==> src/rtl/csmv_pkg.sv <==
// Shared types and codes for the CSR sparse matrix-vector multiply block.
// Holds item, result and command structs plus mode and command codes.
// No dependencies.
package csmv_pkg;

    localparam int POS_W      = 21;
    localparam int CMDQ_DEPTH = 4;
    localparam int CMDQ_AW    = $clog2(CMDQ_DEPTH);

    localparam logic [1:0] MODE_LOAD_ENTRY  = 2'd0;
    localparam logic [1:0] MODE_LOAD_VECTOR = 2'd1;
    localparam logic [1:0] MODE_COMPUTE     = 2'd2;
    localparam logic [1:0] MODE_CLEAR       = 2'd3;

    localparam logic [1:0] CMD_APPEND    = 2'd0;
    localparam logic [1:0] CMD_VECTOR    = 2'd1;
    localparam logic [1:0] CMD_ROW       = 2'd2;
    localparam logic [1:0] CMD_EMPTY_ROW = 2'd3;

    typedef struct packed {
        logic [1:0]         mode;
        logic [9:0]         row;
        logic [9:0]         col;
        logic signed [31:0] value;
    } item_t;

    typedef struct packed {
        logic [9:0]         result_row;
        logic signed [31:0] dot_value;
        logic               saturated;
    } result_t;

    typedef struct packed {
        logic [1:0]       kind;
        logic [9:0]       row;
        logic [9:0]       col;
        logic [31:0]      value;
        logic [POS_W-1:0] pos;
        logic [POS_W-1:0] start;
        logic [POS_W-1:0] len;
    } cmd_t;

endpackage

==> src/rtl/csmv_cmdq.sv <==
// Short command queue between the input side and the execution side.
// Depends on csmv_pkg for the command type and depth.
module csmv_cmdq
    import csmv_pkg::*;
(
    input  logic clk,
    input  logic rst_n,
    input  logic push,
    input  cmd_t wdata,
    output logic full,
    input  logic pop,
    output cmd_t rdata,
    output logic empty
);

    cmd_t               slot_reg [CMDQ_DEPTH];
    logic [CMDQ_AW-1:0] wr_ptr_reg;
    logic [CMDQ_AW-1:0] rd_ptr_reg;
    logic [CMDQ_AW:0]   cnt_reg;
    logic               do_push;
    logic               do_pop;

    assign full    = cnt_reg == (CMDQ_AW + 1)'(CMDQ_DEPTH);
    assign empty   = cnt_reg == '0;
    assign do_push = push && !full;
    assign do_pop  = pop && !empty;
    assign rdata   = slot_reg[rd_ptr_reg];

    always_ff @(posedge clk)
    begin
        if (do_push)
        begin
            slot_reg[wr_ptr_reg] <= wdata;
        end
    end

    always_ff @(posedge clk or negedge rst_n)
    begin
        if (!rst_n)
        begin
            wr_ptr_reg <= '0;
            rd_ptr_reg <= '0;
            cnt_reg    <= '0;
        end
        else
        begin
            if (do_push)
            begin
                wr_ptr_reg <= wr_ptr_reg + CMDQ_AW'(1);
            end
            if (do_pop)
            begin
                rd_ptr_reg <= rd_ptr_reg + CMDQ_AW'(1);
            end
            case ({do_push, do_pop})
                2'b10:   cnt_reg <= cnt_reg + (CMDQ_AW + 1)'(1);
                2'b01:   cnt_reg <= cnt_reg - (CMDQ_AW + 1)'(1);
                default: cnt_reg <= cnt_reg;
            endcase
        end
    end

endmodule

==> config.mk <==
export PLATFORM = sky130hd
export DESIGN_NAME = csmv_cmdq
export DESIGN_NICKNAME = d
export VERILOG_FILES = /design/src/rtl/csmv_pkg.sv /design/src/rtl/csmv_cmdq.sv
export SDC_FILE = /design/constraint.sdc
export NUM_CORES = 1
export LEC_CHECK = 0
export BUFFER_PORTS_ARGS = -buffer_cell sky130_fd_sc_hd__buf_4
export CORE_ASPECT_RATIO = 1.5
export CORE_MARGIN = 5
export CORE_UTILIZATION = 55
export DETAILED_ROUTE_END_ITERATION = 8
export GPL_TIMING_DRIVEN = 0
export HOLD_SLACK_MARGIN = 0.03
export PLACE_DENSITY = 0.85
export SLEW_MARGIN = 10
export SYNTH_ARGS = -nofsm -noshare
export SYNTH_HDL_FRONTEND = slang
export SYNTH_SLANG_ARGS = --single-unit
==> constraint.sdc <==
create_clock -name clk -period 11.96 [get_ports clk]
set_input_delay 1.794 -clock clk [delete_from_list [all_inputs] [get_ports clk]]
set_output_delay 1.794 -clock clk [all_outputs]
set_load 0.01 [all_outputs]
* After elaboration in Yosys (flattened, before gate mapping)
Memory sizes are Yosys's and may differ from the RTL's.
Index checks and enable logic that the tools add are counted.
** Word-level totals
- ROM bits :: 0
- Input port bits :: 121
- Bits in latches :: 0
- Memory bits (writable) :: 468
- Register bits :: 7
- Output and inout bits :: 119
- Memories :: 1
** Memories
- slot_reg :: depth 4, width 117, read ports 1, clocked after memory_dff 0, wr ports 1, line csmv_cmdq.sv:16 : cmd_t slot_reg [CMDQ_DEPTH];
** Cells by class
- $mul :: 0
- $lt $le $gt $ge :: 0
- Muxes and demuxes :: 3
- Equal/unequal tests :: 3
- Shifts and indexed selects :: 0
- Reduce and logical (&&, ||, !) cells :: 6
- $add $sub $neg :: 4
- Div/mod/pow operators :: 0
- Bitwise logic cells :: 0
** Operators by type and width (count)
- $pmux W3 S2 :: 1
- $add A2 B1 Y2 const B :: 2
- $add A3 B1 Y3 const B :: 1
- $eq A3 B3 Y1 const B :: 1
- $logic_not A3 Y1 :: 1
- $sub A3 B1 Y3 const B :: 1
- $eq A2 B1 Y1 const B :: 1
- $eq A2 B2 Y1 const B :: 1
- $logic_and A1 B1 Y1 :: 2
- $logic_not A1 Y1 :: 2
- $mux W1 :: 2
- $reduce_bool A2 Y1 :: 1

* Depth between registers and ports, before layout
Gate-level depths: netlist of run 1.
- Depth in word-level cells :: 5
- Depth in mapped cells :: 9

* Worst setup path after synthesis of run 1
Ideal clock, no wire load.
- Path kind :: input to register
- From :: input push
- To :: memory slot_reg[0][0] (netlist name) (enable)
- Arrival time :: 4.764 ns
- Cell stages on the path :: 2
- Buffers on the path :: 0
- Path slack :: 6.706 ns
- Setup time :: 0.490 ns
- Path through :: nor2b_2 -> and2_1
** On the way
- Word-level cells in the longest chain between the ends :: 3
** RTL lines
- start, declared :: line csmv_cmdq.sv:8 : input logic push,
- $logic_and A1 B1 Y1 :: line csmv_cmdq.sv:25 : assign do_push = push && !full;
- $mux W1 :: line csmv_cmdq.sv:31 : if (do_push)
- $mux W1 (not written as such) :: line csmv_cmdq.sv:33 : slot_reg[wr_ptr_reg] <= wdata;
- end, declared :: line csmv_cmdq.sv:16
No other way between the ends.

==> results of run 1 <==
==> Yosys cell counts (all sizes together) <==
master / count / share of area
and2: 4 / 0.0014
buf: 19 / 0.015
clkbuf: 7 / 0.0015
dfrtp: 7 / 0.010
edfxtp: 468 / 0.81
fa: 1 / 0.0012
ha: 5 / 0.0036
inv: 6 / 0.0013
mux2: 1 / 0.00065
mux2i: 1 / 0.00058
mux4: 117 / 0.15
nand2: 1 / 0.00022
nor2: 1 / 0.00022
nor2b: 1 / 0.00050
nor3: 1 / 0.00029
nor3b: 1 / 0.00072
o31a: 1 / 0.00050
xnor2: 3 / 0.0015
xor2: 3 / 0.0015
==> per-layer routing <==
| layer | part of all wire | wire, µm |
|---|---|---|
| met1 | 0.35 | 11800 |
| met2 | 0.56 | 19100 |
| met3 | 0.062 | 2120 |
| met4 | 0.032 | 1080 |
| met5 | 0 | 0 |
==> layout make-up <==
class	count	area, µm²
clock buffers	50	1120
repair buffers	247	2010
plain buffers	26	293
fillers	1899	9830
flip-flops and latches	475	14200
clock inverters	25	243
well taps	405	507
multi-input cells	141	2870
inverters	6	22.5
diodes	4	10.0
==> power by group <==
group / internal, mW / total [mW] / switching, mW
Combinational: 0.908 / 1.80 / 0.888
Sequential: 2.20 / 2.27 / 0.0778
Clock: 0.759 / 1.32 / 0.560
Total: 3.86 / 5.39 / 1.53
==> critical path, cell delays in order (launching register included) <==
cell	delay, ps
dfrtp_1	320
buf_4	210
buf_2	310
buf_2	340
mux4_2	400
buf_4	170
==> cell families (layout without fill, tap and decap cells) <==
kind of cell / after synthesis / in the layout / synth area share
AO/OA/AOI/OAI: 1 / 1 / 0.000503
AND/OR/NAND/NOR: 9 / 9 / 0.00338
adder cells (fa/ha/maj): 6 / 6 / 0.00475
buffers and inverters: 32 / 354 / 0.0181
flip-flops: 475 / 475 / 0.818
other: 0 / 4 / 0
multiplexers: 119 / 119 / 0.153
XOR/XNOR: 6 / 6 / 0.00302
==> worst max path at each step <==
| stage | endpoint | slack, ps | cells past startpoint |
|---|---|---|---|
| floorplan | slot_reg[0][0] | 6710 | 2 |
| global placement | slot_reg[0][83] | 4410 | 3 |
| detailed placement | rdata[89] | 8380 | 5 |
| CTS | rdata[89] | 7770 | 5 |
| global route | rdata[89] | 7740 | 5 |
| finish | rdata[89] | 7870 | 5 |
==> cell usage in the layout (no fill, tap or decap) <==
master,synthesis,layout
fa_1,1,1
bufinv_16,0,4
inv_6,0,1
clkinv_4,0,3
ha_1,5,5
buf_16,0,7
nor2b_2,1,1
clkinvlp_4,0,5
mux4_2,117,117
xnor2_1,3,3
nor2_1,1,1
buf_12,10,11
edfxtp_1,468,468
nor3_1,1,1
nand2_1,1,1
xor2_1,3,3
inv_1,6,6
clkinv_2,0,4
buf_4,1,240
nor3b_2,1,1
mux2_2,1,1
clkbuf_1,7,12
clkinv_1,0,8
o31a_1,1,1
diode_2,0,4
dfrtp_1,7,7
buf_2,5,5
clkbuf_16,0,43
buf_6,3,3
mux2i_1,1,1
and2_4,0,4
clkbuf_8,0,2
==> results.json, run 1 <==
{
  "p_per_area_nw_per_um2": 253,
  "hold_start": "cnt_reg[2]",
  "wl_per_cell_um": 24.8,
  "hold_path_end": "cnt_reg[2]",
  "layout.cells.non_filler": 1379,
  "grt_pass1_vias": 8532,
  "place_ws_ps": 8380,
  "crit_path_end_kind": "primary output",
  "worstPathArrival_ps": 2290,
  "min_period_over_period": 0.342,
  "ff2ff_path_depth": 4,
  "die_area_um2": 35400,
  "tightest_slew_ps": 716,
  "largest_reg_flops": 468,
  "clk_pin_slew_ps": 70,
  "relSlewSlack": 0.523,
  "placed_cell_area_um2": 19900,
  "place_congestion": 0.698,
  "syn_nets": 775,
  "start_util": 0.559,
  "area_growth_pct": 22.4,
  "core_area_um2": 31100,
  "use_met1": 0.232,
  "initialDrtViolationCount": 496,
  "hold_buffers": 0,
  "cp_max_fo": 10,
  "antenna_found_initial": 4,
  "grt_pass1_wl_um": 51800,
  "synth_cells": 648,
  "setup_viol": 0,
  "rsz0062_at_grt": "no",
  "die_y_um": 228,
  "worst_slack_ps": 7870,
  "synth_cell_types": 22,
  "drc_errors": 0,
  "hpwl_um": 22300,
  "vias_per_cell": 5.61,
  "vias": 7741,
  "synth.avg_cell_area_um2": 26.9,
  "busiest_layer": "met2",
  "grt_overflow": 0,
  "hold-path-cell-count": 1,
  "startpoint_type": "flip-flop",
  "hold_path.class": "reg2reg",
  "cts_setup_buffers": 0,
  "cp_data_required_time_ps": 10170,
  "pin_count": 240,
  "grt_use_met3": 0.0466,
  "dp.cells": 1300,
  "worstSetupPathType": "reg2out",
  "cts_max_path_buffers": 3,
  "r2r_start": "cnt_reg[2]",
  "fin_crit_ps": 4090,
  "hold_viol": 0,
  "cts_buffers": 42,
  "cts_root_buf": "clkbuf_16",
  "synth-seq-area-share": 0.818,
  "maxCapViolCount": 0,
  "row_count": 79,
  "netlist_area_um2": 17400,
  "cts_tree": "yes",
  "finalSetupTns_ps": 0,
  "insertion_delay_ps": 540,
  "power.total_mw": 5.39,
  "design_area_um2": 21300,
  "fp.dieW_um": 155,
  "portBuffers": 239,
  "track_usage": 0.195,
  "ctsResizeCount": 0,
  "power.leakage_nw": 7.29,
  "maxSlewViolCount": 0,
  "skew_ps": 15.4,
  "cts.sinks": 475,
  "ant_nets": 0,
  "hold-worst-slack_ps": 515,
  "wl_um": 34100,
  "htree_levels": 2,
  "fmax_mhz": 245,
  "ys_seq_elements": 475,
  "reg2reg_to": "slot_reg[0][87]",
  "ys.warnings.count": 0,
  "first_pass_iters": 4,
  "r2r_slack_ps": 9700,
  "use_met2": 0.345,
  "drive_above_1_share": 0.466,
  "ir_drop_mv": 0.183,
  "status": "completed",
  "grt_max_degree": 52,
  "final_nets": 1066,
  "worstSetupStartpoint": "rd_ptr_reg[1]",
  "final_util": 0.684
}
Power figures use the tool's default switching activity.
==> run 2: changes to the inputs <==
--- a/config.mk
+++ b/config.mk
@@ -8,11 +8,11 @@
 export BUFFER_PORTS_ARGS = -buffer_cell sky130_fd_sc_hd__buf_4
 export CORE_ASPECT_RATIO = 1.5
 export CORE_MARGIN = 5
-export CORE_UTILIZATION = 55
+export CORE_UTILIZATION = 51
 export DETAILED_ROUTE_END_ITERATION = 8
 export GPL_TIMING_DRIVEN = 0
 export HOLD_SLACK_MARGIN = 0.03
-export PLACE_DENSITY = 0.85
+export PLACE_DENSITY = 0.83
 export SLEW_MARGIN = 10
 export SYNTH_ARGS = -nofsm -noshare
 export SYNTH_HDL_FRONTEND = slang
==> constraint.sdc (replaced) <==
create_clock -name clk -period 3.7 [get_ports clk]
set_input_delay 0.555 -clock clk [delete_from_list [all_inputs] [get_ports clk]]
set_output_delay 0.555 -clock clk [all_outputs]
set_load 0.01 [all_outputs]
==> run 2 against run 1 <==
  * Clock power grew to 3.2 times the previous value
  * Hold slack lost 300 ps
  * Highest routed layer is now met5
  * Global-route usage shrank 1.3 points
  * Die area grew 7.4%
  * Wire length grew 0.32%
  * Non-clock buffer count grew 1
  * Combinational power grew to 3.2 times the previous value
  * Cell area grew 0.14%
  * Utilization shrank 5.6 points
  * Flip-flop and latch count is the same
  * Cell count grew 1.6%
  * Sequential power grew to 3.2 times the previous value
  * Largest cell class unchanged
==> results.json, run 2 (same netlist as run 1, synthesis figures left out) <==
{
  "cts_tree": "yes",
  "worstSetupEndpoint": "rdata[96]",
  "place_congestion": 0.736,
  "insertion_delay_ps": 540,
  "switchingPower_mw": 4.92,
  "htree_levels": 2,
  "dp.cells": 1320,
  "r2r_start": "cnt_reg[2]",
  "maxSlewViolCount": 0,
  "final_nets": 1069,
  "cts_setup_buffers": 0,
  "p_comb_frac": 0.334,
  "ant_nets": 0,
  "status": "completed",
  "hold-path-cell-count": 1,
  "worst_slack_ps": 873,
  "cp_max_fo": 10,
  "antenna_found_initial": 3,
  "wl_um": 34200,
  "r2r_slack_ps": 1200,
  "start_util": 0.512,
  "vias_per_cell": 5.56,
  "min_period_over_period": 0.764,
  "cp_data_required_time_ps": 3140,
  "seq_power_share": 0.422,
  "worstPathArrival_ps": 2270,
  "grt_pass1_wl_um": 52400,
  "largest_reg_flops": 468,
  "drc_errors": 0,
  "cts_max_path_buffers": 3,
  "layout.cells.non_filler": 1401,
  "initialDrtViolationCount": 466,
  "core_area_um2": 34000,
  "wl_per_cell_um": 24.4,
  "tightest_slew_ps": 713,
  "p_int_mw": 12.5,
  "fmax_mhz": 354,
  "p_per_area_nw_per_um2": 815,
  "setup_viol": 0,
  "maxCapViolCount": 0,
  "relSlewSlack": 0.525,
  "pin_count": 240,
  "area_growth_pct": 22.6,
  "startpoint_type": "flip-flop",
  "final_cell_mix": "edfxtp_1, buf_4, mux4_2",
  "crit_path_end_kind": "primary output",
  "swShare": 0.283,
  "die_y_um": 236,
  "cts_root_buf": "clkbuf_16",
  "grt_pass1_vias": 8587,
  "portBuffers": 239,
  "rsz0062_at_grt": "no",
  "ir_drop_mv": 0.630,
  "grt_max_degree": 50,
  "fp.dieW_um": 161,
  "power.leakage_nw": 7.30,
  "hold_start": "wdata[64]",
  "finalSetupTns_ps": 0,
  "row_count": 83,
  "cts_buffers": 44,
  "fill_cells": 2254,
  "cts.sinks": 475,
  "drive_above_1_share": 0.462,
  "hpwl_um": 22200,
  "first_pass_iters": 4,
  "grt_overflow": 0,
  "clk_pin_slew_ps": 70,
  "pwr-share-clk": 0.244,
  "final_common_cell": "edfxtp_1",
  "worstSetupPathType": "reg2out",
  "hold_viol": 0,
  "ff2ff_path_depth": 5,
  "place_ws_ps": 1090,
  "track_usage": 0.182,
  "hold_path.class": "in2reg",
  "fin_crit_ps": 2830,
  "die_area_um2": 38000,
  "vias": 7787,
  "reg2reg_to": "slot_reg[0][12]",
  "skew_ps": 19.8,
  "worstSetupStartpoint": "rd_ptr_reg[1]"
}
-- run 2: changes by cell type in the layout (fill, tap and decap cells not counted), sizes merged --
cell | before | now
clkbuf | 57 | 58
dlygate4sd3 | 0 | 1
clkinv | 15 | 20
bufinv | 4 | 3
clkinvlp | 5 | 2
diode | 4 | 2
inv | 7 | 8
-- run 2: metrics by stage --
stage | instance area [µm²] | utilization | hold slack [ps] | power (mW)
2_1_floorplan | 17400 | - | 259 | 10.8
3_3_place_gp | 19700 | 0.581 | 373 | 13.2
3_5_place_dp | 20000 | 0.588 | 377 | 13.4
4_1_cts | 21300 | 0.628 | 182 | 17.7
5_1_grt | 21300 | 0.628 | 184 | 18.2
6_report | 21300 | 0.628 | 214 | 17.4
-- run 2: cell type report --
cell class	instances	area, µm²	area share
clock inverter	27	208	0.00974
multi-input combinational	141	2870	0.135
buffer	26	293	0.0137
clock buffer	51	1150	0.0538
inverter	6	22.5	0.00106
tap	425	532	0.0249
sequential	475	14200	0.667
antenna	2	5.00	0.000235
timing repair buffer	248	2020	0.0949
-- run 2: critical path, stage by stage, from the launching register on --
cell and delay [ps]:
dfrtp_1 320, buf_4 210, buf_2 330, buf_2 330, mux4_2 380, buf_4 170
-- run 2: how the worst min path moves through the flow --
stage / endpoint / slack, ps
3_5_place_dp: cnt_reg[2] / 380
5_1_grt: slot_reg[1][64] / 180
4_1_cts: slot_reg[1][64] / 180
3_3_place_gp: cnt_reg[2] / 370
2_1_floorplan: cnt_reg[0] / 260
6_report: slot_reg[1][64] / 210
-- run 2: power by group through the flow --
stage | Sequential (mW) | Combinational, mW | Clock, mW
final | 7.34 | 5.81 | 4.24
after global placement | 7.50 | 5.72 | 0
after detailed placement | 7.46 | 5.95 | 0
after floorplan | 7.41 | 3.35 | 0
after global routing | 7.42 | 6.19 | 4.60
after CTS | 7.36 | 5.98 | 4.35
-- run 2: routing by layer --
| layer | global-route usage | routed length, µm | vias to the layer above |
|---|---|---|---|
| li1 | - | - | 3385 |
| met2 | 0.328 | 19000 | 233 |
| met3 | 0.0371 | 1690 | 72 |
| met5 | 0 | 7 | - |
| met4 | 0.0711 | 1320 | 2 |
| met1 | 0.216 | 12200 | 4095 |
-- run 2: timing repair --
item                                   in CTS  in global routing
resized for setup                           0                  0
hold buffers                                1                  0
endpoints found under the hold margin       7                  0
==> run 3: changes to the inputs <==
--- a/config.mk
+++ b/config.mk
@@ -5,14 +5,15 @@
 export SDC_FILE = /design/constraint.sdc
 export NUM_CORES = 1
 export LEC_CHECK = 0
+export ABC_AREA = 1
 export BUFFER_PORTS_ARGS = -buffer_cell sky130_fd_sc_hd__buf_4
 export CORE_ASPECT_RATIO = 1.5
 export CORE_MARGIN = 5
-export CORE_UTILIZATION = 51
+export CORE_UTILIZATION = 55
 export DETAILED_ROUTE_END_ITERATION = 8
 export GPL_TIMING_DRIVEN = 0
 export HOLD_SLACK_MARGIN = 0.03
-export PLACE_DENSITY = 0.83
+export PLACE_DENSITY = 0.84
 export SLEW_MARGIN = 10
 export SYNTH_ARGS = -nofsm -noshare
 export SYNTH_HDL_FRONTEND = slang
==> constraint.sdc (replaced) <==
create_clock -name clk -period 2.8 [get_ports clk]
set_input_delay 0.42 -clock clk [delete_from_list [all_inputs] [get_ports clk]]
set_output_delay 0.42 -clock clk [all_outputs]
set_load 0.01 [all_outputs]
==> run 3 against run 2 <==
  * Synthesized area rose by 9.6%
  * Synthesized cell count rose by 120%
  * First-iteration DRC count rose by 88%
  * Clock power rose by 48%
  * Total power rose by 50%
  * Critical path depth rose by 2
  * Wire length rose by 35%
  * Die area rose by 1.5%
  * Utilization rose by 5.6 points
  * Sequential share of layout area fell by 6.0 points
  * Global-route usage rose by 5.1 points
  * Critical endpoint is now rdata[114]
==> results.json, run 3 <==
{
  "hpwl_um": 30800,
  "p_per_area_nw_per_um2": 1110,
  "synth.avg_cell_area_um2": 13.4,
  "synth-seq-area-share": 0.746,
  "synth_cells": 1426,
  "ir_drop_mv": 0.843,
  "core_area_um2": 34300,
  "ys_seq_elements": 475,
  "crit_path_end_kind": "primary output",
  "grt_max_degree": 27,
  "hold_viol": 0,
  "worstSetupPathType": "reg2out",
  "synth_cell_types": 18,
  "cp_data_required_time_ps": 2380,
  "worstPathArrival_ps": 2270,
  "initialDrtViolationCount": 875,
  "setup_viol": 0,
  "syn_nets": 1553,
  "antenna_found_initial": 6,
  "row_count": 83,
  "cts.sinks": 475,
  "ant_nets": 0,
  "synth_edf_count": 468,
  "final_cell_mix": "edfxtp_1, nand2_1, inv_1",
  "hold_path.class": "in2reg",
  "drc_errors": 0,
  "area_growth_pct": 23.0,
  "htree_levels": 2,
  "netlist_area_um2": 19100,
  "cts_max_path_buffers": 3,
  "ys.warnings.count": 0,
  "maxSlewViolCount": 0,
  "synthFlopType": "edfxtp_1",
  "ys_top_cells_by_area": "edfxtp_1, o211ai_1, nand2_1",
  "clk_pin_slew_ps": 70,
  "power.leakage_nw": 9.49,
  "place_ws_ps": 519,
  "die_area_um2": 38600,
  "relSlewSlack": 0.553,
  "rsz0062_at_grt": "no",
  "yosysMostFrequentCell": "edfxtp_1",
  "final_nets": 1858,
  "largest_reg_flops": 468,
  "hold-path-cell-count": 1,
  "ff2ff_path_depth": 7,
  "fmax_mhz": 372,
  "first_pass_iters": 5,
  "grt_pass1_vias": 12700,
  "start_util": 0.557,
  "cts_root_buf": "clkbuf_16",
  "synth-async-reset-ratio": 0.0147,
  "insertion_delay_ps": 550,
  "fin_crit_ps": 2690,
  "place_congestion": 0.783,
  "grt_overflow": 0,
  "skew_ps": 13.8,
  "design_area_um2": 23500,
  "synthTopCellsByCount": "edfxtp_1, nand2_1, inv_1, o211ai_1",
  "maxCapViolCount": 0,
  "track_usage": 0.234,
  "yosys.area.top_type_share": 0.737,
  "final_common_cell": "edfxtp_1",
  "pin_count": 240,
  "vias": 12200,
  "placed_cell_area_um2": 21900,
  "synth_largest_area_cell": "edfxtp_1",
  "cp_max_fo": 10,
  "portBuffers": 239,
  "drive_above_1_share": 0.224,
  "min_period_over_period": 0.960,
  "startpoint_type": "flip-flop",
  "wl_um": 46100,
  "cts_tree": "yes",
  "die_y_um": 238,
  "fp.dieW_um": 162,
  "status": "completed",
  "wl_per_cell_um": 21.0,
  "worst_slack_ps": 113,
  "cts_setup_buffers": 0,
  "tightest_slew_ps": 668,
  "cts_buffers": 43,
  "grt_pass1_wl_um": 69200,
  "vias_per_cell": 5.53
}
## run 3: cell count changes after synthesis, sizes merged, moves of 2 or more
| cell | previous run | this run |
|---|---|---|
| clkbuf | 7 | 33 |
| and2 | 4 | 0 |
| buf | 19 | 44 |
| mux4 | 117 | 0 |
| nor2 | 1 | 4 |
| inv | 6 | 251 |
| xor2 | 3 | 0 |
| xnor2 | 3 | 1 |
| nand2 | 1 | 369 |
| o211ai | 0 | 234 |
| nand3 | 0 | 7 |
## run 3: final timing paths
check | from | end | slack, ps
min in group asynchronous | rst_n | wr_ptr_reg[1] | 240
worst min-delay path | wdata[86] | slot_reg[0][86] | 70
worst min register to register | cnt_reg[1] | cnt_reg[1] | 520
worst max register to register | wr_ptr_reg[0] | slot_reg[0][63] | 480
max in group asynchronous | rst_n | cnt_reg[1] | 2430
worst max-delay path | rd_ptr_reg[0] | rdata[114] | 110
## run 3: per-stage QoR
stage / total power [mW] / setup TNS [ps] / util / hold WS (ps) / std cells
after floorplan: 15.1 / 0 / - / 124 / 1426
after global placement: 19.3 / -619220 / 0.626 / 238 / 2090
after detailed placement: 19.9 / 0 / 0.639 / 240 / 2110
after CTS: 26.2 / 0 / 0.684 / 39.0 / 2191
after global routing: 27.3 / 0 / 0.684 / 32.8 / 2196
final: 26.0 / 0 / 0.684 / 67.1 / 2197
## run 3: area by class of cell
class                      instances  area, µm²
sequential                       475      14200
fill                            2203      10800
multi-input combinational        623       3400
timing repair buffer             260       2250
clock buffer                      49       1100
inverter                         251        942
buffer                            77        566
tap                              425        532
clock inverter                    31        420
antenna                            6       15.0
## run 3: critical path: stages, from the launching register on
cell	delay, ps
dfrtp_1	410
inv_2	70
buf_4	220
clkbuf_1	460
nand2_1	120
o211ai_1	130
nand2_1	130
buf_4	160
## run 3: timing repair
item | in CTS | in global routing
endpoints found under the setup margin | 0 | 13
hold buffers | 1 | 0
resized for setup | 0 | 12
hold endpoints to repair | 7 | 0
## run 3: power by group
part,internal [mW],switching (mW)
Clock,3.76,2.51
Combinational,3.89,6.19
Sequential,9.33,0.335
Total,17.0,9.03
## run 3: cells by family (layout without fill, tap and decap cells)
| logic type | after synthesis | count (layout) | share of synthesized area |
|---|---|---|---|
| AO/OA/AOI/OAI | 235 | 235 | 0.0950 |
| XOR/XNOR | 1 | 1 | 0.000459 |
| adder cells (fa/ha/maj) | 6 | 6 | 0.00433 |
| buffers and inverters | 328 | 668 | 0.0787 |
| flip-flops | 475 | 475 | 0.746 |
| other | 0 | 6 | 0 |
| AND/OR/NAND/NOR | 381 | 381 | 0.0756 |
## run 3: metal layers
layer	wire, µm	global-route usage
met4	2120	0.115
met5	0	0
met2	24700	0.428
met3	3060	0.0492
met1	16200	0.256
