File: src/rtl/csmv_pkg.sv
// Shared types and codes for the CSR sparse matrix-vector multiply block.
// Holds item, result and command structs plus mode and command codes.
// No dependencies.
package csmv_pkg;

    localparam int POS_W      = 21;
    localparam int CMDQ_DEPTH = 4;
    localparam int CMDQ_AW    = $clog2(CMDQ_DEPTH);

    localparam logic [1:0] MODE_LOAD_ENTRY  = 2'd0;
    localparam logic [1:0] MODE_LOAD_VECTOR = 2'd1;
    localparam logic [1:0] MODE_COMPUTE     = 2'd2;
    localparam logic [1:0] MODE_CLEAR       = 2'd3;

    localparam logic [1:0] CMD_APPEND    = 2'd0;
    localparam logic [1:0] CMD_VECTOR    = 2'd1;
    localparam logic [1:0] CMD_ROW       = 2'd2;
    localparam logic [1:0] CMD_EMPTY_ROW = 2'd3;

    typedef struct packed {
        logic [1:0]         mode;
        logic [9:0]         row;
        logic [9:0]         col;
        logic signed [31:0] value;
    } item_t;

    typedef struct packed {
        logic [9:0]         result_row;
        logic signed [31:0] dot_value;
        logic               saturated;
    } result_t;

    typedef struct packed {
        logic [1:0]       kind;
        logic [9:0]       row;
        logic [9:0]       col;
        logic [31:0]      value;
        logic [POS_W-1:0] pos;
        logic [POS_W-1:0] start;
        logic [POS_W-1:0] len;
    } cmd_t;

endpackage

File: src/rtl/csmv_front.sv
// Input side: accepts items, checks entry order and bounds, tracks the open row.
// Emits commands into the command queue. Depends on csmv_pkg.
module csmv_front
    import csmv_pkg::*;
#(
    parameter int ROWS    = 1024,
    parameter int COLS    = 1024,
    parameter int ENTRIES = 4096
) (
    input  logic  clk,
    input  logic  rst_n,
    input  logic  push,
    input  item_t item,
    output logic  full,
    input  logic  clearing,
    input  logic  cmdq_full,
    output logic  cmd_push,
    output cmd_t  cmd
);

    localparam int EAW = (ENTRIES > 1) ? $clog2(ENTRIES) : 1;
    localparam int ECW = $clog2(ENTRIES + 1);

    logic [ECW-1:0] cnt_reg, cnt_next;
    logic [9:0]     cur_row_reg, cur_row_next;
    logic [EAW-1:0] cur_start_reg, cur_start_next;
    logic [ECW-1:0] cur_len_reg, cur_len_next;

    logic           accept;
    logic           row_bad;
    logic           col_bad;
    logic           store_full;
    logic           out_of_order;
    logic           new_row;
    logic [EAW-1:0] start_sel;
    logic [ECW-1:0] len_sel;

    assign full         = cmdq_full || clearing;
    assign accept       = push && !full;
    assign row_bad      = 32'(item.row) >= 32'(ROWS);
    assign col_bad      = 32'(item.col) >= 32'(COLS);
    assign store_full   = cnt_reg == ECW'(ENTRIES);
    assign out_of_order = (cnt_reg != '0) && (item.row < cur_row_reg);
    assign new_row      = (cnt_reg == '0) || (item.row != cur_row_reg);
    assign start_sel    = new_row ? EAW'(cnt_reg) : cur_start_reg;
    assign len_sel      = new_row ? ECW'(1) : cur_len_reg + ECW'(1);

    always_comb
    begin
        cnt_next       = cnt_reg;
        cur_row_next   = cur_row_reg;
        cur_start_next = cur_start_reg;
        cur_len_next   = cur_len_reg;
        cmd_push       = 1'b0;
        cmd            = '0;
        cmd.row        = item.row;
        cmd.col        = item.col;
        cmd.value      = item.value;
        cmd.pos        = POS_W'(cnt_reg);
        cmd.start      = POS_W'(start_sel);
        cmd.len        = POS_W'(len_sel);
        if (accept)
        begin
            unique case (item.mode)
                MODE_LOAD_ENTRY:
                begin
                    if (!(row_bad || col_bad || store_full || out_of_order))
                    begin
                        cmd.kind       = CMD_APPEND;
                        cmd_push       = 1'b1;
                        cnt_next       = cnt_reg + ECW'(1);
                        cur_row_next   = item.row;
                        cur_start_next = start_sel;
                        cur_len_next   = len_sel;
                    end
                end
                MODE_LOAD_VECTOR:
                begin
                    if (!col_bad)
                    begin
                        cmd.kind = CMD_VECTOR;
                        cmd_push = 1'b1;
                    end
                end
                MODE_COMPUTE:
                begin
                    cmd.kind = row_bad ? CMD_EMPTY_ROW : CMD_ROW;
                    cmd_push = 1'b1;
                end
                MODE_CLEAR:
                begin
                    cnt_next     = '0;
                    cur_row_next = '0;
                end
                default:
                begin
                    cmd_push = 1'b0;
                end
            endcase
        end
    end

    always_ff @(posedge clk or negedge rst_n)
    begin
        if (!rst_n)
        begin
            cnt_reg       <= '0;
            cur_row_reg   <= '0;
            cur_start_reg <= '0;
            cur_len_reg   <= '0;
        end
        else
        begin
            cnt_reg       <= cnt_next;
            cur_row_reg   <= cur_row_next;
            cur_start_reg <= cur_start_next;
            cur_len_reg   <= cur_len_next;
        end
    end

endmodule

File: config.mk
export PLATFORM = sky130hd
export DESIGN_NAME = csmv_front
export DESIGN_NICKNAME = d
export VERILOG_FILES = /design/src/rtl/csmv_pkg.sv /design/src/rtl/csmv_front.sv
export SDC_FILE = /design/constraint.sdc
export NUM_CORES = 1
export LEC_CHECK = 0
export BUFFER_PORTS_ARGS = -buffer_cell sky130_fd_sc_hd__buf_2
export CAP_MARGIN = 30
export CORE_MARGIN = 4
export CORE_UTILIZATION = 50
export CTS_CLUSTER_SIZE = 40
export DETAILED_ROUTE_END_ITERATION = 10
export PLACE_DENSITY_LB_ADDON = 0.2
export SYNTH_ARGS = -nofsm -noshare
export SYNTH_HDL_FRONTEND = slang
export SYNTH_SLANG_ARGS = --single-unit
File: constraint.sdc
create_clock -name clk -period 4.5 [get_ports clk]
set_input_delay 0.45 -clock clk [delete_from_list [all_inputs] [get_ports clk]]
set_output_delay 0.45 -clock clk [all_outputs]
set_load 0.01 [all_outputs]
# [Word-level counts from Yosys, hierarchy flattened]
# Cells that the tools add are included.
[totals] regBits=48 latch_bits=0 mem_bits_rw=0 romBits=0 inputBits=59 out_inout_bits=119 wordCells=38 memories=0
[op_classes] add_sub_neg=2 n_mul=0 div=0 magnitude_cmp=1 n_eq_ne=6 shifts=0 muxes=11 bitwise_logic=1 n_reduce_logical=13
[ops] operator="$add 13x1->13 const B" n=2
[ops] operator="$mux 13" n=2
[ops] operator="$pmux 13 s2" n=1
[ops] operator="$pmux 10 s2" n=1
[ops] operator="$eq 13x13->1 const B" n=1
[ops] operator="$logic_not 13->1" n=1
[ops] operator="$reduce_bool 13->1" n=1
[ops] operator="$mux 12" n=1
[ops] operator="$lt 10x10->1" n=1
[ops] operator="$mux 10" n=1
[ops] operator="$ne 10x10->1" n=1
[ops] operator="$reduce_and 3->1" n=2
[ops] operator="$eq 2x2->1 const B" n=2
[ops] operator="$pmux 2 s2" n=1
[ops] operator="$logic_or 1x1->1" n=3
[ops] operator="$eq 2x1->1 const B" n=1
[ops] operator="$logic_and 1x1->1" n=2
[ops] operator="$logic_not 2->1" n=1
[ops] operator="$mux 1" n=2
[ops] operator="$mux 2" n=1
[ops] operator="$ne 2x2->1 const B" n=1
[ops] operator="$pmux 1 s2" n=1
[ops] operator="$reduce_bool 2->1" n=1
[ops] operator="$reduce_or 2->1" n=1
[ops] operator="2 further kinds" n=2

# [Longest topological paths before layout]
# Gate-level depths: netlist (run 1).
[logic_depth] depth_word=6 ltp_mapped=9 mapped_depth_nobuf=8

# [Worst setup path before layout (run 1)]
# Ideal clock, no wire load.
[synth_path] kind="input to output" from="input item[51] (netlist name)" to="output cmd[23] (netlist name)" arrival_ps=2058 t_required_ps=4050 setup_slack_ps=1992 cell_stages=8 n_path_buf=2 cell_sequence="ha_1 nand4_1 nor3_1 a21boi_0 clkbuf_1 buf_2 nand2_1 nand2_1"
[synth_lines] element="from (decl)" line_no="csmv_front.sv:13" rtl="input item_t item,"
[synth_lines] element="to (decl)" line_no="csmv_front.sv:18" rtl="output cmd_t cmd"

==> results.md, run 1 <==
## Clocking
• 300 ps — later-pin clock latency in the skew report
• 48 — CTS sink cnt
• 0 — quantity of hold-fixing buffers added after cts
• 5 — Inserted Clock Buffers
• 0 — Post CTS Setup Buffer Count
• 2 — deepest level of the CTS H-tree
• 0 — post-CTS resize count
• sky130_fd_sc_hd__clkbuf_8 — library cell used as clock root buffer
• built — CTS tree
• 90 ps — clk slew on worst S/H paths
• 2 — CTS max path bufs

## STA
• false — RSZ-0062 raised after global routing
• 108 ps — Worst Hold Margin
• 0 — final hold violation count
• 5.56 ps — clock skew after layout
• 312 MHz — top achievable clock speed
• 0 — max-slew violation count
• 71.2% — final worst path period share
• 922 ps — pin slew with the least headroom to its limit
• 38.3% — max_slew headroom
• 0 — total of endpoints with negative setup slack in the final report
• 3200 ps — fin crit period
• 0 ps — total negative setup slack

## Flow run
• 0 — number of maximum-capacitance constraint violations

## Critical path
• 1640 ps — worst reg2reg setup slack
• cur_len_reg[8] — end of the worst register-to-register path
• primary output — nature of the critical path endpoint
• reg2out — Worst Path Class, Setup
• cur_row_reg[7] — launch instance of the worst register-to-register path
• 7 — number of cells traversed by the worst register-to-register path
• 12 — critical path fanouts, max
• 4050 ps — data required time at the worst endpoint
• 2750 ps — data arrival at the endpoint of the critical path
• flip-flop — sort of element at the start of the critical path

## Synthesis
• sky130_fd_sc_hd__dfrtp_1 (33%), sky130_fd_sc_hd__buf_4 (16%), sky130_fd_sc_hd__nand2_1 (6.1%) — Synth area leaders
• 44 — count of unique library cells instantiated by Yosys
• sky130_fd_sc_hd__dfrtp_1 — largest area contributor in the synthesized netlist
• 32.9% — part of the Yosys area used for sequential elements
• 0 — Synth warnings
• 48 — flip-flop and latch count after synthesis
• 445 — synthesized instance count
• 8.20 um2 — Synth Area per Inst
• 3650 um2 — Synth Cell Area
• 32.9% — fraction of synthesized cell area taken by the top area cell type

## Pwr
• 272 nW/um2 — Cell Pwr Density
• 1000 uW — total power
• 161 uV — maximum ir drop on the vdd rail
• 0.00183 uW — leakage power figure

## Outcome
• complete, no violations — outcome

## Layout
• 0 — antenna cell count
• sky130_fd_sc_hd__buf_2 (68), sky130_fd_sc_hd__nand2_1 (59), sky130_fd_sc_hd__dfrtp_1 (48) — leading cell types in the layout, fill and taps excluded
• 22.1% — share of post-route cells with drive strength above 1
• 53.0% — final core utilization
• 3680 um2 — finished layout cell area
• 528 — number of nets in the finished design
• 0.926% — layout-stage area growth over the synthesis result
• sky130_fd_sc_hd__buf_2 — most common cell after layout, fill and taps aside

## Route
• 7950 um — wire length after detailed routing
• 14.5 um — average wire per cell in the routed design
• 137 — Iter 0 DRT Violations
• 4 — Detailed Routing Iterations Pass 1
• 0 — DRC violations left
• 2854 — number of vias in the routed layout
• 5.20 — drt via density
• 0 — Routed Antenna Nets

## Floorplan
• 93.4 um — die height
• 178 — number of placed I/O pins
• 93.4 um — die span in x
• 6940 um2 — Placeable Area
• 8730 um2 — area of the die
• 30 — placement row count
• 52.6% — initial core utilization

## Hold path
• in2async — HP Class

## Placement
• 6000 um — Post-DP HPWL
• 68 — # port buffers
• 0.823 — routability congestion estimate from global placement
• 3590 um2 — placement-stage cell area

## Global route
• 35 — pin count of the biggest net entering global routing
• 0 — sum of overflow across all layers after global routing
• 12800 um — wire length of the first global-routing pass
• 0 — number of antenna violations at the first check in global routing
• 2616 — via count of the first global-routing pass
• 17.9% — GR Util All Layers

-- metal layers --
metal  GRT usage [%]  up-vias  routed length (um)
met3            4.18       20                 582
met2            27.8       89                3640
li1                -     1406                   -
met4            5.13        0                 130
met1            24.9     1339                3600
met5               0        -                   0
-- worst max-delay path: stages (launching register included) --
cell	delay (ps)
sky130_fd_sc_hd__dfrtp_1	360
sky130_fd_sc_hd__inv_1	50
sky130_fd_sc_hd__ha_1	290
sky130_fd_sc_hd__nand4_1	160
sky130_fd_sc_hd__nor3_1	320
sky130_fd_sc_hd__a21boi_1	650
sky130_fd_sc_hd__buf_4	310
sky130_fd_sc_hd__and2_1	170
sky130_fd_sc_hd__buf_2	130
-- cell usage after synthesis --
cell,number
sky130_fd_sc_hd__buf_4,77
sky130_fd_sc_hd__nand2_1,59
sky130_fd_sc_hd__dfrtp_1,48
sky130_fd_sc_hd__o21ai_0,43
sky130_fd_sc_hd__inv_1,28
sky130_fd_sc_hd__nor2_1,26
sky130_fd_sc_hd__ha_1,17
sky130_fd_sc_hd__o31ai_1,16
sky130_fd_sc_hd__nand3_1,13
sky130_fd_sc_hd__buf_2,11
sky130_fd_sc_hd__a21oi_1,10
sky130_fd_sc_hd__and3_1,10
sky130_fd_sc_hd__nand2b_1,10
sky130_fd_sc_hd__clkbuf_1,9
sky130_fd_sc_hd__and2_1,8
sky130_fd_sc_hd__mux2_4,8
sky130_fd_sc_hd__nand4_1,5
sky130_fd_sc_hd__a31oi_1,4
sky130_fd_sc_hd__mux2_2,3
sky130_fd_sc_hd__nor3_1,3
sky130_fd_sc_hd__nor3b_1,3
sky130_fd_sc_hd__nor4_1,3
sky130_fd_sc_hd__or3_1,3
sky130_fd_sc_hd__xnor2_1,3
sky130_fd_sc_hd__a221o_1,2
sky130_fd_sc_hd__o211ai_1,2
sky130_fd_sc_hd__o21a_1,2
sky130_fd_sc_hd__or4_1,2
sky130_fd_sc_hd__xor2_1,2
sky130_fd_sc_hd__a2111o_2,1
sky130_fd_sc_hd__a211oi_1,1
sky130_fd_sc_hd__a21bo_2,1
sky130_fd_sc_hd__a21boi_0,1
sky130_fd_sc_hd__and3b_1,1
sky130_fd_sc_hd__buf_6,1
sky130_fd_sc_hd__conb_1,1
sky130_fd_sc_hd__nand3_2,1
sky130_fd_sc_hd__nand3b_1,1
sky130_fd_sc_hd__nor4b_1,1
sky130_fd_sc_hd__o21ai_1,1
sky130_fd_sc_hd__o21ai_2,1
sky130_fd_sc_hd__o41ai_1,1
sky130_fd_sc_hd__or2_2,1
sky130_fd_sc_hd__or2_4,1
-- cell type report --
class                           instances  area, um2
Fill cell                             678       3260
Multi-Input combinational cell        295       1760
Sequential cell                        48       1200
Timing Repair Buffer                   74        405
Tap cell                               96        120
Inverter                               28        105
Clock buffer                            5       68.8
Clock inverter                          3       23.8
-- power by group --
part	switching [uW]	internal, uW
clock	152	110
sequential	39.8	475
combinational	131	94.4
-- worst max path at each step --
stage / start / endpoint / slack [ps]
after floorplan: item[51] / cmd[23] / 1990
after global placement: cnt_reg[0] / cur_start_reg[5] / 970
after detailed placement: item[50] / cmd[1] / 1450
after CTS: cur_row_reg[9] / cmd[1] / 1300
after global routing: cur_row_reg[7] / cmd[32] / 1080
final: cur_row_reg[7] / cmd[1] / 1300
-- stage by stage --
stage,setup slack [ps],instances
final,1300,549
after global routing,1080,549
after CTS,1300,549
after detailed placement,1450,541
after global placement,968,539
after floorplan,1990,469
-- logic make-up (layout without fill, tap and decap cells) --
group / Yosys count / count (layout) / synth area share (%)
AND/OR/NAND/NOR: 151 / 151 / 20.0
buffers and inverters: 126 / 110 / 21.5
AO/OA/AOI/OAI: 86 / 86 / 14.3
flip-flops: 48 / 48 / 32.9
adder cells (fa/ha/maj): 17 / 17 / 5.83
multiplexers: 11 / 11 / 4.22
XOR/XNOR: 5 / 5 / 1.20
other: 1 / 25 / 0.103
Note: power is estimated with default switching activity, not from simulation.
==> run 2: changes to the inputs <==
ABC_AREA = 1   (was default)
CORE_UTILIZATION = 49   (was 50)
clock period = 3.3 ns   (was 4.5 ns; I/O delays follow)
==> run 2 against run 1 <==
Combinational power rose to 2.8 times the previous value. Via count is 24% higher. Cell area up 10%. Sequential cell count did not move. Sequential share of layout area fell by 3.1 points. Count of clock-buffer cells in the layout up 1. Clock power grew 48%. Clock skew increased by 4.7 ps. Routed wire length grew 18%. Highest routed layer unchanged.
==> results.md, run 2 <==
## Floorplan
• 98.7 um — die span in x
• 178 — number of placed I/O pins
• 7850 um2 — Placeable Area
• 9750 um2 — area of the die
• 51.4% — initial core utilization
• 32 — placement row count
• 98.7 um — die height

## STA
• 665 ps — pin slew with the least headroom to its limit
• 0 — total of endpoints with negative setup slack in the final report
• 0 — final hold violation count
• 55.6% — max_slew headroom
• 0 ps — total negative setup slack
• 78.1% — final worst path period share
• 0 — max-slew violation count
• 2580 ps — fin crit period
• 388 MHz — top achievable clock speed
• 365 ps — Worst Hold Margin
• 10.2 ps — clock skew after layout
• false — RSZ-0062 raised after global routing

## Synthesis
• 34 — count of unique library cells instantiated by Yosys
• sky130_fd_sc_hd__nand2_1 (150), sky130_fd_sc_hd__buf_4 (79), sky130_fd_sc_hd__inv_1 (67) — synth cell count leaders
• 29.8% — part of the Yosys area used for sequential elements
• 100% — async set or reset register ratio after synthesis
• sky130_fd_sc_hd__dfrtp_1 — dominant register cell in the synthesized netlist
• 6.92 um2 — Synth Area per Inst
• 48 — flip-flop and latch count after synthesis
• 0 — Synth warnings
• sky130_fd_sc_hd__dfrtp_1 (30%), sky130_fd_sc_hd__buf_4 (15%), sky130_fd_sc_hd__nand2_1 (14%) — Synth area leaders
• sky130_fd_sc_hd__nand2_1 — count leader, synth
• 583 — synthesized instance count
• 0 — number of enable-type register cells in the synthesized netlist
• sky130_fd_sc_hd__dfrtp_1 — largest area contributor in the synthesized netlist
• 4040 um2 — Synth Cell Area
• 29.8% — fraction of synthesized cell area taken by the top area cell type

## Global route
• 0 — sum of overflow across all layers after global routing
• met2 — layer carrying the most global-route usage
• 26.9% — GR Layer Usage met1
• 31.6% — met2 capacity usage during global routing
• 0 — number of antenna violations at the first check in global routing
• 3256 — via count of the first global-routing pass
• 16000 um — wire length of the first global-routing pass
• 19.4% — GR Util All Layers
• 3.82% — met3 global-route usage
• 48 — pin count of the biggest net entering global routing

## Clocking
• 5 — Inserted Clock Buffers
• sky130_fd_sc_hd__clkbuf_8 — library cell used as clock root buffer
• 2 — deepest level of the CTS H-tree
• 2 — CTS max path bufs
• 310 ps — later-pin clock latency in the skew report
• built — CTS tree
• 0 — Post CTS Setup Buffer Count
• 100 ps — clk slew on worst S/H paths
• 48 — CTS sink cnt

## Layout
• 19.2% — share of post-route cells with drive strength above 1
• sky130_fd_sc_hd__nand2_1 — most common cell after layout, fill and taps aside
• 0 — antenna cell count
• 0.744% — layout-stage area growth over the synthesis result
• 51.8% — final core utilization
• sky130_fd_sc_hd__nand2_1 (150), sky130_fd_sc_hd__buf_2 (68), sky130_fd_sc_hd__inv_1 (67) — leading cell types in the layout, fill and taps excluded
• 692 — filler-free cell count of the finished design
• 665 — number of nets in the finished design

## Critical path
• sky130_fd_sc_hd__dfrtp_1 — Crit-path slowest cell
• 2970 ps — data required time at the worst endpoint
• reg2out — Worst Path Class, Setup
• inv_1 > ha_1 > nand2_1 > nor2_1 > nand2_1 > nor2_2 > nand2_4 > inv_4 > nand3_1 > inv_1 > buf_2 — critical path, cell by cell
• 2250 ps — data arrival at the endpoint of the critical path
• flip-flop — sort of element at the start of the critical path
• 370 ps — delay contributed by the slowest stage of the critical path
• primary output — nature of the critical path endpoint
• 33 — critical path fanouts, max

## Pwr
• 0.00231 uW — leakage power figure
• 1750 uW — total power
• 227 uV — maximum ir drop on the vdd rail
• 431 nW/um2 — Cell Pwr Density

## Route
• 0 — DRC violations left
• 9400 um — wire length after detailed routing
• 0 — Routed Antenna Nets
• 13.6 um — average wire per cell in the routed design
• 3548 — number of vias in the routed layout
• 5 — Detailed Routing Iterations Pass 1
• 5.13 — drt via density
• 218 — Iter 0 DRT Violations

## Flow run
• 0 — number of maximum-capacitance constraint violations

## Placement
• 683 — instance count after placement with tap cells included
• 68 — # port buffers
• 0.869 — routability congestion estimate from global placement
• 6680 um — Post-DP HPWL

## Hold path
• in2reg — HP Class

## Outcome
• complete, no violations — outcome

==> run 2: cell types whose count changed after synthesis, moves of 10 or more <==
cell,change
sky130_fd_sc_hd__nand2_1,+91
sky130_fd_sc_hd__inv_1,+39
sky130_fd_sc_hd__o21ai_1,+11
sky130_fd_sc_hd__o31ai_1,-16
sky130_fd_sc_hd__o21ai_0,-37
sky130_fd_sc_hd__nand3_1,+32
sky130_fd_sc_hd__nand4_1,+36
sky130_fd_sc_hd__nand2b_1,-10
sky130_fd_sc_hd__nor2_1,+20
==> run 2: cells by family after synthesis <==
kind of cell / synth area share [%]
compound gates: 5.83
xor+xnor: 0.217
fa+ha+maj: 5.27
buf+inv: 24.6
flops: 29.8
other cells: 0.0929
simple gates: 34.2
==> run 2: through the flow <==
stage / setup WS (ps) / cell area (um2)
2_1_floorplan: 1380 / 4130
3_3_place_gp: 1040 / 3940
3_5_place_dp: 980 / 3960
4_1_cts: 684 / 4070
5_1_grt: 471 / 4070
6_report: 722 / 4070
==> run 2: cell type report <==
class	count	area (um2)
Timing Repair Buffer	78	443
Clock buffer	6	82.6
Tap cell	102	128
Fill cell	831	3780
Clock inverter	2	15.0
Multi-Input combinational cell	386	1930
Sequential cell	48	1200
Inverter	70	265
==> run 2: timing repair <==
action | CTS | global route
hold buffers | 1 | 0
hold endpoints to repair | 6 | 0
resized for setup | 0 | 0
==> run 2: path summary, 6_finish.rpt <==
path	from	endpoint	slack [ps]	cells after the start
min	item[45]	cur_row_reg[3]	360	5
max in group asynchronous	rst_n	cur_len_reg[5]	2110	4
min reg2reg	cur_start_reg[6]	cur_start_reg[6]	490	2
max	cur_row_reg[5]	cmd[7]	720	11
min in group asynchronous	rst_n	cur_len_reg[6]	520	2
max reg2reg	cnt_reg[0]	cur_len_reg[9]	1030	10
==> run 2: layer usage <==
metal / routed length, um / up-vias
met5: 0 / -
met2: 4420 / 127
li1: - / 1765
met3: 621 / 17
met4: 64 / 0
met1: 4290 / 1639
==> run 2: power breakdown <==
| group | leakage [uW] | switching (uW) | internal (uW) |
|---|---|---|---|
| Combinational | 0.00162 | 407 | 214 |
| Clock | 0.0000434 | 217 | 170 |
| Sequential | 0.000650 | 78.5 | 664 |
==> run 2: worst max-delay path: cells and delay by family (launching register included) <==
family / cells / cell delay (ps)
buffers and inverters: 4 / 540
adders and majority gates: 1 / 280
and+or+nand+nor: 6 / 740
DFF: 1 / 370
==> run 3: changes to the inputs <==
clock period = 2.5 ns   (was 3.3 ns; I/O delays follow)
==> run 3 against run 2 <==
Core utilization is 0.43 points higher. Critical endpoint is now cmd[9]. Largest power group unchanged. Final cell count stayed put. Cell area is 0.83% higher. Combinational power is 36% higher. Register-to-register slack worse by 410 ps. Sequential power is 29% higher. Setup slack worse by 530 ps. First-iteration DRC count is 32% lower. Routed wire length hardly changed.
==> results.md, run 3 (same netlist as run 2, synthesis figures left out) <==
## Pwr
• 38.5% — fraction of power spent switching nets
• 34.9% — part of the total power dissipated in combinational logic
• 593 nW/um2 — Cell Pwr Density
• 934 uW — net switching power figure
• 2430 uW — total power
• 39.5% — sequential group share of total power
• 458 uV — maximum ir drop on the vdd rail
• 25.6% — clock group share of total power
• 0.00233 uW — leakage power figure
• 1500 uW — P_int

## Critical path
• flip-flop — sort of element at the start of the critical path
• primary output — nature of the critical path endpoint
• reg2out — Worst Path Class, Setup
• 33 — critical path fanouts, max
• cur_row_reg[9] — launch instance of the worst register-to-register path
• cnt_reg[1] — startpoint of the worst setup timing path
• 2060 ps — data arrival at the endpoint of the critical path
• 2250 ps — data required time at the worst endpoint

## Clocking
• 5 — Inserted Clock Buffers
• 2 — deepest level of the CTS H-tree
• 310 ps — later-pin clock latency in the skew report
• 48 — CTS sink cnt
• sky130_fd_sc_hd__clkbuf_8 — library cell used as clock root buffer
• built — CTS tree
• 100 ps — clk slew on worst S/H paths
• 2 — CTS max path bufs

## Layout
• sky130_fd_sc_hd__nand2_1 — most common cell after layout, fill and taps aside
• 0 — antenna cell count
• sky130_fd_sc_hd__nand2_1 (150), sky130_fd_sc_hd__buf_2 (68), sky130_fd_sc_hd__inv_1 (67) — leading cell types in the layout, fill and taps excluded
• 665 — number of nets in the finished design
• 4100 um2 — finished layout cell area
• 19.2% — share of post-route cells with drive strength above 1
• 1.58% — layout-stage area growth over the synthesis result
• 52.2% — final core utilization

## Route
• 0 — Routed Antenna Nets
• 3536 — number of vias in the routed layout
• 9400 um — wire length after detailed routing
• 13.6 um — average wire per cell in the routed design
• 5 — Detailed Routing Iterations Pass 1
• 5.11 — drt via density
• 0 — DRC violations left
• 149 — Iter 0 DRT Violations

## Floorplan
• 98.7 um — die span in x
• 178 — number of placed I/O pins
• 9750 um2 — area of the die
• 98.7 um — die height
• 51.4% — initial core utilization
• 7850 um2 — Placeable Area
• 32 — placement row count

## Global route
• 3255 — via count of the first global-routing pass
• 15500 um — wire length of the first global-routing pass
• 0 — sum of overflow across all layers after global routing
• 18.8% — GR Util All Layers
• 0 — number of antenna violations at the first check in global routing
• 47 — pin count of the biggest net entering global routing

## Placement
• 68 — # port buffers
• 0.869 — routability congestion estimate from global placement
• 3960 um2 — placement-stage cell area
• 6840 um — Post-DP HPWL

## STA
• 630 ps — pin slew with the least headroom to its limit
• false — RSZ-0062 raised after global routing
• 433 MHz — top achievable clock speed
• 289 ps — Worst Hold Margin
• 92.3% — final worst path period share
• 58.0% — max_slew headroom
• 2310 ps — fin crit period
• 0 — final hold violation count
• 4.97 ps — clock skew after layout
• 0 ps — total negative setup slack
• 0 — max-slew violation count
• 0 — total of endpoints with negative setup slack in the final report

## Flow run
• 0 — number of maximum-capacitance constraint violations

## Outcome
• complete, no violations — outcome

## Hold path
• in2reg — HP Class
• item[45] — hold_sp

==> run 3: worst max-delay path: stages, from the launching register on <==
cell and delay, ps:
sky130_fd_sc_hd__dfrtp_1 470, sky130_fd_sc_hd__inv_1 130, sky130_fd_sc_hd__ha_1 190, sky130_fd_sc_hd__nand2_1 80, sky130_fd_sc_hd__nor2_2 140, sky130_fd_sc_hd__nand2_2 90, sky130_fd_sc_hd__nand2_4 150, sky130_fd_sc_hd__clkinv_8 160
sky130_fd_sc_hd__o211ai_1 160, sky130_fd_sc_hd__inv_1 60, sky130_fd_sc_hd__buf_2 130
==> run 3: cell type report <==
class / count / area, um2
well taps: 102 / 128
fillers: 809 / 3750
multi-input cells: 386 / 1930
clock inverters: 2 / 38.8
clock buffers: 6 / 82.6
repair buffers: 78 / 443
flip-flops and latches: 48 / 1200
inverters: 70 / 275
==> run 3: through the flow <==
stage / setup slack [ps] / std cells
finish: 191 / 692
global route: 9.10 / 692
CTS: 11.8 / 692
detailed placement: 356 / 683
global placement: 404 / 683
floorplan: 664 / 607
==> run 3: worst paths after layout <==
kind | end | slack, ps | depth (start not counted)
setup reg to reg | cur_row_reg[5] | 620 | 10
max in group asynchronous | cur_start_reg[10] | 1460 | 3
setup / recovery | cmd[9] | 190 | 10
hold reg to reg | cur_start_reg[4] | 490 | 2
min in group asynchronous | cur_len_reg[6] | 480 | 2
hold / removal | cur_row_reg[3] | 290 | 5
==> run 3: power groups by stage <==
stage / logic [uW] / registers [uW] / clock network [uW]
floorplan: 707 / 969 / 0
global placement: 838 / 972 / 0
detailed placement: 847 / 976 / 0
CTS: 854 / 960 / 630
global route: 964 / 975 / 660
finish: 847 / 961 / 621
==> run 3: timing repair <==
| item | in CTS | in global routing |
|---|---|---|
| endpoints found under the hold margin | 23 | 0 |
| endpoints found under the setup margin | 0 | 23 |
| hold buffers | 1 | 0 |
| gates resized for setup | 0 | 3 |
| buffers inserted | 0 | 0 |
==> run 3: per-layer routing <==
metal	wire, um	share of wire [%]	vias up	track usage (%)
met5	0	0	-	0
met4	70	0.74	0	4.31
met3	633	6.7	15	3.82
met2	4320	46	134	29.7
met1	4380	47	1614	26.7
li1	-	-	1773	-
